### src/design/ect_pkg.sv
// Shared types and constants for the extent coverage tracker.
`timescale 1ns / 1ps
package ect_pkg;
	localparam int ADDR_W = 48;
	localparam int LEN_W = 32;
	localparam int DEFAULT_MAX_RUNS = 64;

	localparam logic [2:0] ST_OK      = 3'd0;
	localparam logic [2:0] ST_BELOW   = 3'd1;
	localparam logic [2:0] ST_SPAN    = 3'd2;
	localparam logic [2:0] ST_OVERLAP = 3'd3;
	localparam logic [2:0] ST_FULL    = 3'd4;
	localparam logic [2:0] ST_FAILED  = 3'd5;

	localparam logic CFG_BASE = 1'b0;
	localparam logic CFG_SPAN = 1'b1;

	// Broadcast from the controller to every cell.
	typedef struct packed {
		logic              insert;
		logic              shift_out;
		logic              merge_hi;
		logic              merge_lo;
		logic [ADDR_W-1:0] s;
		logic [ADDR_W-1:0] e;
	} ect_cmd_t;

	// Per-cell view of the incoming extent.
	typedef struct packed {
		logic le_s;
		logic end_gt_s;
		logic end_eq_s;
		logic start_lt_e;
		logic start_eq_e;
	} ect_flag_t;
endpackage

### src/design/ect_cell.sv
// One run slot of the sorted run chain.
`timescale 1ns / 1ps
module ect_cell (
	input  logic                      clk,
	input  logic                      occupied,
	input  logic                      left_before,
	input  logic [ect_pkg::ADDR_W-1:0] left_start,
	input  logic [ect_pkg::ADDR_W-1:0] left_end,
	input  logic                      right_after,
	input  logic [ect_pkg::ADDR_W-1:0] right_start,
	input  logic [ect_pkg::ADDR_W-1:0] right_end,
	input  ect_pkg::ect_cmd_t          cmd,
	output logic                      le_start,
	output logic [ect_pkg::ADDR_W-1:0] start_q,
	output logic [ect_pkg::ADDR_W-1:0] end_q,
	output ect_pkg::ect_flag_t        flags
);
	import ect_pkg::*;

	logic is_pos;
	logic is_prev;

	assign le_start = occupied && (start_q <= cmd.s);
	assign is_pos = occupied && !le_start && left_before;
	assign is_prev = le_start && !right_after;

	assign flags.le_s       = le_start;
	assign flags.end_gt_s   = occupied && (end_q > cmd.s);
	assign flags.end_eq_s   = occupied && (end_q == cmd.s);
	assign flags.start_lt_e = occupied && (start_q < cmd.e);
	assign flags.start_eq_e = occupied && (start_q == cmd.e);

	// Insert: cells after the slot take their left neighbor; the slot takes the extent.
	// Shift out: cells at or after the removed slot take their right neighbor.
	always_ff @(posedge clk) begin
		if (cmd.insert) begin
			if (!le_start) begin
				if (left_before) begin
					start_q <= cmd.s;
					end_q   <= cmd.e;
				end else begin
					start_q <= left_start;
					end_q   <= left_end;
				end
			end
		end else if (cmd.shift_out) begin
			if (is_prev) begin
				end_q <= right_end;
			end else if (!le_start && occupied) begin
				start_q <= right_start;
				end_q   <= right_end;
			end
		end else if (cmd.merge_hi) begin
			if (is_prev && flags.end_eq_s) end_q <= cmd.e;
		end else if (cmd.merge_lo) begin
			if (is_pos && flags.start_eq_e) start_q <= cmd.s;
		end
	end
endmodule

### config.mk
export PLATFORM = sky130hd
export DESIGN_NAME = ect_cell
export DESIGN_NICKNAME = d
export VERILOG_FILES = /design/src/design/ect_pkg.sv /design/src/design/ect_cell.sv
export SDC_FILE = /design/constraint.sdc
export NUM_CORES = 1
export LEC_CHECK = 0
export BUFFER_PORTS_ARGS = -buffer_cell sky130_fd_sc_hd__buf_4
export CAP_MARGIN = 20
export CORE_AREA = 2 2 155 157
export CTS_CLUSTER_DIAMETER = 150
export DETAILED_ROUTE_END_ITERATION = 6
export DIE_AREA = 0 0 157 159
export GPL_TIMING_DRIVEN = 0
export PLACE_DENSITY_LB_ADDON = 0.3
export RECOVER_POWER = 100
export SLEW_MARGIN = 15
export SYNTH_ARGS = -nofsm -noshare
export SYNTH_HDL_FRONTEND = slang
export SYNTH_SLANG_ARGS = --single-unit
### constraint.sdc
create_clock -name clk -period 7.95 [get_ports clk]
set_input_delay 0 -clock clk [delete_from_list [all_inputs] [get_ports clk]]
set_output_delay 0 -clock clk [all_outputs]
set_load 0.02 [all_outputs]
==> results.tsv, run 1 <==
metric	value	unit
die area	0.0250	mm^2
worst slew pin tran	2.53	ns
Synth Area per Inst	9.18	um^2
post-layout util	55.5	%
number of diodes	0	
Final setup viols	0	
CTS clk-pin slew, worst paths	0.07	ns
worst-path fanout max	36	
crit end category	flip-flop	
setup TNS	0	ns
most frequent cell after synthesis	ha_1	
CTS tree	yes	
Sw Share	36.5	%
Post-Syn Area	0.00910	mm^2
DP Wirelength	31300	um
crit path max-delay cell type	clkbuf_1	
R2R depth	9	
vias in the first global route	9796	
H-tree Lvls	3	
r2r startpoint	start_q[47]	
Die Ht	159	um
Max-Cap Viols	2	
clock sinks	96	
drt wl/cell	21.6	um
DRT Wirelength	38300	um
Rel. slew slack	-68.3	%
internal power	1.21	mW
Startpoint Class	flip-flop	
ANT nets after route	0	
core footprint	0.0232	mm^2
asr flop ratio synth	0	%
synth unique cells	49	
Post-Syn Nets	1431	
Iter 0 DRT Violations	614	
clock network power share	23.6	%
Tmin final	5.32	ns
crit path cell chain	ha_1 -> and4_1 -> nand3_1 -> nor3_1 -> nand3_1 -> nor2_1 -> o21a_1 -> o22a_1 -> clkbuf_1	
DIE WIDTH	157	um
skew final	0.0106	ns
Post-CTS Setup Bufs	0	
global-route wire length before repair	56000	um
top cell type by total area after synthesis	edfxtp_1	
First-pass DRT Iterations	5	
Gates resized, CTS repair	0	
Worst Hold End	end_q[5]	
pin count of the biggest net entering global routing	37	
Slew Limit Fails	51	
Root Buffer	clkbuf_16	
clock latency on the worst-skew pair	0.35	ns
dpl ws	4.40	ns
Fmax	0.188	GHz
WHS	0.0126	ns
Main synth FF type	edfxtp_1	
Flop pwr share	37.2	%
Logic pwr share	39.2	%
failing checks	capacitance limit, slew limit	
hold path cells	3	
Top Ports	398	
Critical Path RT	7.86	ns
Post-synth EDFFs	96	
synth cell count leaders	144 x ha_1, 122 x a21oi_1, 103 x inv_1	
R2R Setup Slk	2.63	ns
TritonCTS Buffers	9	
final worst-path cycle share	66.9	%
Max clock buf depth	2	
Pwr Density	148	mW/mm^2
Final WS setup	2.63	ns
initial core utilization	39.2	%
GR Overflow Total	0	
post-DR vias/cell	5.43	
Synth Instances	991	
Critical Path AT	5.23	ns
Hold-fix buffers, CTS	49	
overall power	1.90	mW
Syn. warnings	0	
RSZ-0062 raised after global routing	false	
count of input and output buffers	395	
largest cells by area after synthesis	edfxtp_1 32%, ha_1 20%, mux2i_1 9.1%	
type of the worst setup path	flip-flop to flip-flop	
CP Buf/Inv Count	1	
Final #Nets	1889	
initial antenna violation count	1	
top cell family by delay on the critical path	buffers and inverters	
final hold violations	0	
gpl congestion	0.918	
synthesis-stage register bit count	96	
routed via count	9635	
layout cells sized above 1	22.0	%
status	finished with violations	
crit-path max cell delay	1.86	ns
Filler cells	2214	
Pleak	5.95	nW
worst hold start	right_end[5]	
Area growth syn-to-layout	41.4	%
maximum VDD drop	0.0653	mV
critical path's most frequent cell	nand3_1	
Worst Hold Class	primary input to flip-flop	
Site Rows	56	
Reg-to-Reg End	start_q[37]	
drt drc	0	
post-synthesis sequential area ratio	31.7	%
Synth top area share	31.7	%
total track usage	29.8	%
Sw Pwr	695	uW
## flip-flops by register name, summed over array words and instances, names as in the netlist
name,cells
end_q,48
start_q,48
## per-stage QoR
step	cell area, um^2	std cells
floorplan	9100	991
global placement	12500	1705
detailed placement	12600	1708
CTS	13300	1773
global route	12900	1773
finish	12900	1773
## worst max path at each step
stage / start / depth (start not counted) / to
after global placement: start_q[31] / 7 / end_q[10]
after detailed placement: start_q[31] / 8 / end_q[11]
final: start_q[47] / 9 / start_q[37]
after floorplan: start_q[10] / 7 / end_q[0]
after CTS: start_q[31] / 8 / end_q[11]
after global routing: start_q[31] / 8 / start_q[13]
## routing by layer
layer / part of all wire, % / vias to the layer above / wire (um) / global-route usage, %
met1: 39 / 4442 / 14900 / 35.1
met4: 3.3 / 2 / 1270 / 11.3
met5: 0.034 / - / 13 / 0
li1: - / 4659 / - / -
met3: 8.9 / 70 / 3420 / 7.49
met2: 49 / 462 / 18700 / 51.7
## cells by family (layout without fill, tap and decap cells)
logic type | count (synthesis) | count (layout) | share of synthesized area [%]
AND/OR/NAND/NOR | 215 | 215 | 11.6
AO/OA/AOI/OAI | 296 | 296 | 21.2
adder cells (fa/ha/maj) | 144 | 144 | 19.8
buffers and inverters | 157 | 620 | 6.66
flip-flops | 96 | 96 | 31.7
multiplexers | 83 | 83 | 9.13
## cell usage in the layout, fill, tap and decap left out, types with 25 or more instances in the layout
| master | synthesis | layout |
|---|---|---|
| a211oi_1 | 87 | 87 |
| a21oi_1 | 122 | 123 |
| buf_4 | 1 | 296 |
| clkbuf_1 | 36 | 148 |
| dlygate4sd3_1 | 0 | 49 |
| edfxtp_1 | 96 | 96 |
| ha_1 | 144 | 144 |
| inv_1 | 103 | 103 |
| mux2i_1 | 83 | 83 |
| nand2_1 | 25 | 25 |
| nor2_1 | 98 | 98 |
## worst min-delay path: stages
cell	delay (ns)
buf_4	0.08
a211oi_1	0.05
a21oi_1	0.10
## cell type report
type	instances	area, um^2	share of cell area (%)
Inverter	103	387	3.01
Multi-Input combinational cell	738	5600	43.5
Buffer	54	210	1.63
Clock buffer	11	233	1.81
Sequential cell	96	2880	22.4
Tap cell	319	399	3.10
Timing Repair Buffer	447	3100	24.1
Clock inverter	5	57.6	0.448
## power by group through the flow
stage,clock (mW),combinational (mW),sequential [mW]
final,0.450,0.745,0.708
after global routing,0.476,0.819,0.714
after CTS,0.458,0.809,0.706
after detailed placement,0,0.782,0.717
after global placement,0,0.749,0.725
after floorplan,0,0.340,0.772
Power figures use the tool's default switching activity.
==> inputs of run 2 (changes only) <==
- CORE_AREA: 2 2 155 157 -> 2 2 156 158
- DIE_AREA: 0 0 157 159 -> 0 0 158 160
- clock period: 7.95 -> 4.3 ns (I/O delays scaled with it)
==> run 2 against run 1 <==
The run now ends clean. Global-route usage fell by 0.64 points. Wire length fell by 1.3%. Sequential share of layout area fell by 0.40 points. Fmax rose by 50%. Critical path depth did not move.
==> results.tsv, run 2 (synthesized netlist as in run 1, its figures left out) <==
metric	value	unit	change
overall power	3.52	mW	+85%
maximum VDD drop	0.138	mV	+110%
vias in the first global route	9855		+0.60%
DIE WIDTH	158	um	+0.64%
Logic pwr share	40.5	%	+1.3 points
Final setup viols	0		unchanged
Die Ht	160	um	+0.63%
Sw Share	37.2	%	+0.70 points
R2R Setup Slk	0.75	ns	-1.88 ns
Final WS setup	0.753	ns	-1.88 ns
crit path max-delay cell type	mux2i_4		
Critical Path RT	4.37	ns	-3.49 ns
Sw Pwr	1.31	mW	+89%
R2R depth	9		unchanged
Critical Path AT	3.61	ns	-1.62 ns
Rel. slew slack	38.1	%	+110 points
Pleak	6.05	nW	+1.7%
Critical Path Source	start_q[31]		
worst-path fanout max	14		-61%
Area growth syn-to-layout	43.9	%	
CP Buf/Inv Count	2		+1
Layout Cells excl Fill	1795		+1.2%
type of the worst setup path	flip-flop to flip-flop		
global-route wire length before repair	55500	um	-0.97%
number of cells on the critical path	9		unchanged
final hold violations	0		unchanged
Max clock buf depth	2		unchanged
initial antenna violation count	2		+1
Site Rows	57		+1.8%
dpl ws	0.957	ns	-3.44 ns
Worst Setup EP	end_q[5]		
most common cell after layout, fill and taps aside	buf_4		
Reg-to-Reg End	end_q[5]		
top cell family by delay on the critical path	simple AND/OR/NAND/NOR gates		
Iter 0 DRT Violations	510		-17%
clock sinks	96		unchanged
Pwr Density	269	mW/mm^2	+82%
Slew Limit Fails	0		-100%
Startpoint Class	flip-flop		
CTS tree	yes		
TritonCTS Buffers	9		unchanged
post-DR vias/cell	5.40		-0.67%
drt wl/cell	21.0	um	-2.5%
count of input and output buffers	395		unchanged
crit path cell chain	ha_1 -> nand4_1 -> nor4_1 -> and4_1 -> nand2_1 -> a21oi_1 -> mux2i_4 -> buf_16 -> buf_16		
CTS clk-pin slew, worst paths	0.08	ns	about the same
First-pass DRT Iterations	5		unchanged
status	finished, final reports clean		
layout cells sized above 1	22.3	%	+0.32 points
total track usage	29.1	%	-0.64 points
internal power	2.21	mW	+83%
Top Ports	398		unchanged
Gates resized, CTS repair	0		unchanged
ANT nets after route	0		unchanged
clock latency on the worst-skew pair	0.36	ns	about the same
RSZ-0062 raised after global routing	false		
Regs by FF count	end_q x48, start_q x48		
routed via count	9689		+0.56%
Max-Cap Viols	0		-2
crit-path max cell delay	0.50	ns	-1.36 ns
Root Buffer	clkbuf_16		
core footprint	0.0238	mm^2	+2.7%
final worst-path cycle share	82.5	%	+16 points
pin count of the biggest net entering global routing	49		+32%
Tmin final	3.55	ns	-1.77 ns
most frequent cells in the layout	296 x buf_4, 144 x ha_1, 143 x clkbuf_1		
placed cells	1713		+0.29%
DP Wirelength	30800	um	-1.7%
crit end category	flip-flop		
DRT Wirelength	37800	um	-1.3%
clock network power share	22.6	%	-1.0 points
worst slew pin tran	0.928	ns	-1.60 ns
initial core utilization	38.2	%	-1.0 points
Flop pwr share	36.9	%	-0.3 points
H-tree Lvls	3		unchanged
r2r startpoint	start_q[31]		
Fmax	0.282	GHz	+50%
critical path's most frequent cell	buf_16		
die area	0.0253	mm^2	+1.3%
GR Overflow Total	0		unchanged
WHS	0.00649	ns	-0.00607 ns
drt drc	0		unchanged
Worst Hold Class	primary input to flip-flop		
Final #Nets	1904		+0.79%
skew final	0.0133	ns	+0.00277 ns
gpl congestion	0.907		-1.2%
run 2: worst min-delay path by stage:
| stage | from | end | slack (ns) | cells after the start |
|---|---|---|---|---|
| 6_report | right_end[47] | end_q[47] | 0.006 | 3 |
| 5_1_grt | right_start[3] | start_q[3] | 0.004 | 3 |
| 4_1_cts | right_start[26] | start_q[26] | 0.0002 | 3 |
| 3_5_place_dp | right_end[33] | end_q[33] | 0.31 | 2 |
| 3_3_place_gp | left_end[39] | end_q[39] | 0.32 | 2 |
| 2_1_floorplan | occupied | flags[2] | 0.15 | 2 |
run 2: worst register-to-register path, stage by stage, from the launching register on:
cell	delay [ns]
edfxtp_1	0.49
ha_1	0.36
nand4_1	0.22
nor4_1	0.46
and4_1	0.33
nand2_1	0.08
a21oi_1	0.44
mux2i_4	0.50
buf_16	0.21
buf_16	0.16
run 2: power groups by stage:
stage | Clock [mW] | Combinational (mW) | Sequential [mW]
6_report | 0.798 | 1.43 | 1.30
5_1_grt | 0.835 | 1.57 | 1.31
4_1_cts | 0.798 | 1.52 | 1.30
3_5_place_dp | 0 | 1.45 | 1.32
3_3_place_gp | 0 | 1.39 | 1.33
2_1_floorplan | 0 | 0.630 | 1.42
run 2: through the flow:
step,setup TNS (ns),util [%],cell area [um^2]
2_1_floorplan,0,-,9100
3_3_place_gp,-59.44,52.4,12500
3_5_place_dp,0,52.8,12600
4_1_cts,0,56.6,13500
5_1_grt,0,55.0,13100
6_report,0,55.0,13100
run 2: final cells by class:
| class | instances | area (um^2) |
|---|---|---|
| diodes | 2 | 5.00 |
| plain buffers | 54 | 213 |
| clock buffers | 10 | 229 |
| clock inverters | 6 | 43.8 |
| fillers | 2331 | 10700 |
| inverters | 103 | 387 |
| multi-input cells | 738 | 5620 |
| flip-flops and latches | 96 | 2880 |
| well taps | 324 | 405 |
| repair buffers | 462 | 3310 |
run 2: what timing repair did:
action | 4_1_cts | 5_1_grt
setup buffers | 0 | 0
hold endpoints to repair | 50 | 0
endpoints found under the setup margin | 0 | 0
hold buffers | 64 | 0
run 2: layer usage:
metal | up-vias | routed length (um) | GRT usage (%)
met5 | - | 0 | 0
met4 | 0 | 1050 | 9.21
met3 | 61 | 2970 | 6.24
met2 | 401 | 18700 | 52.0
met1 | 4526 | 15000 | 34.6
li1 | 4701 | - | -
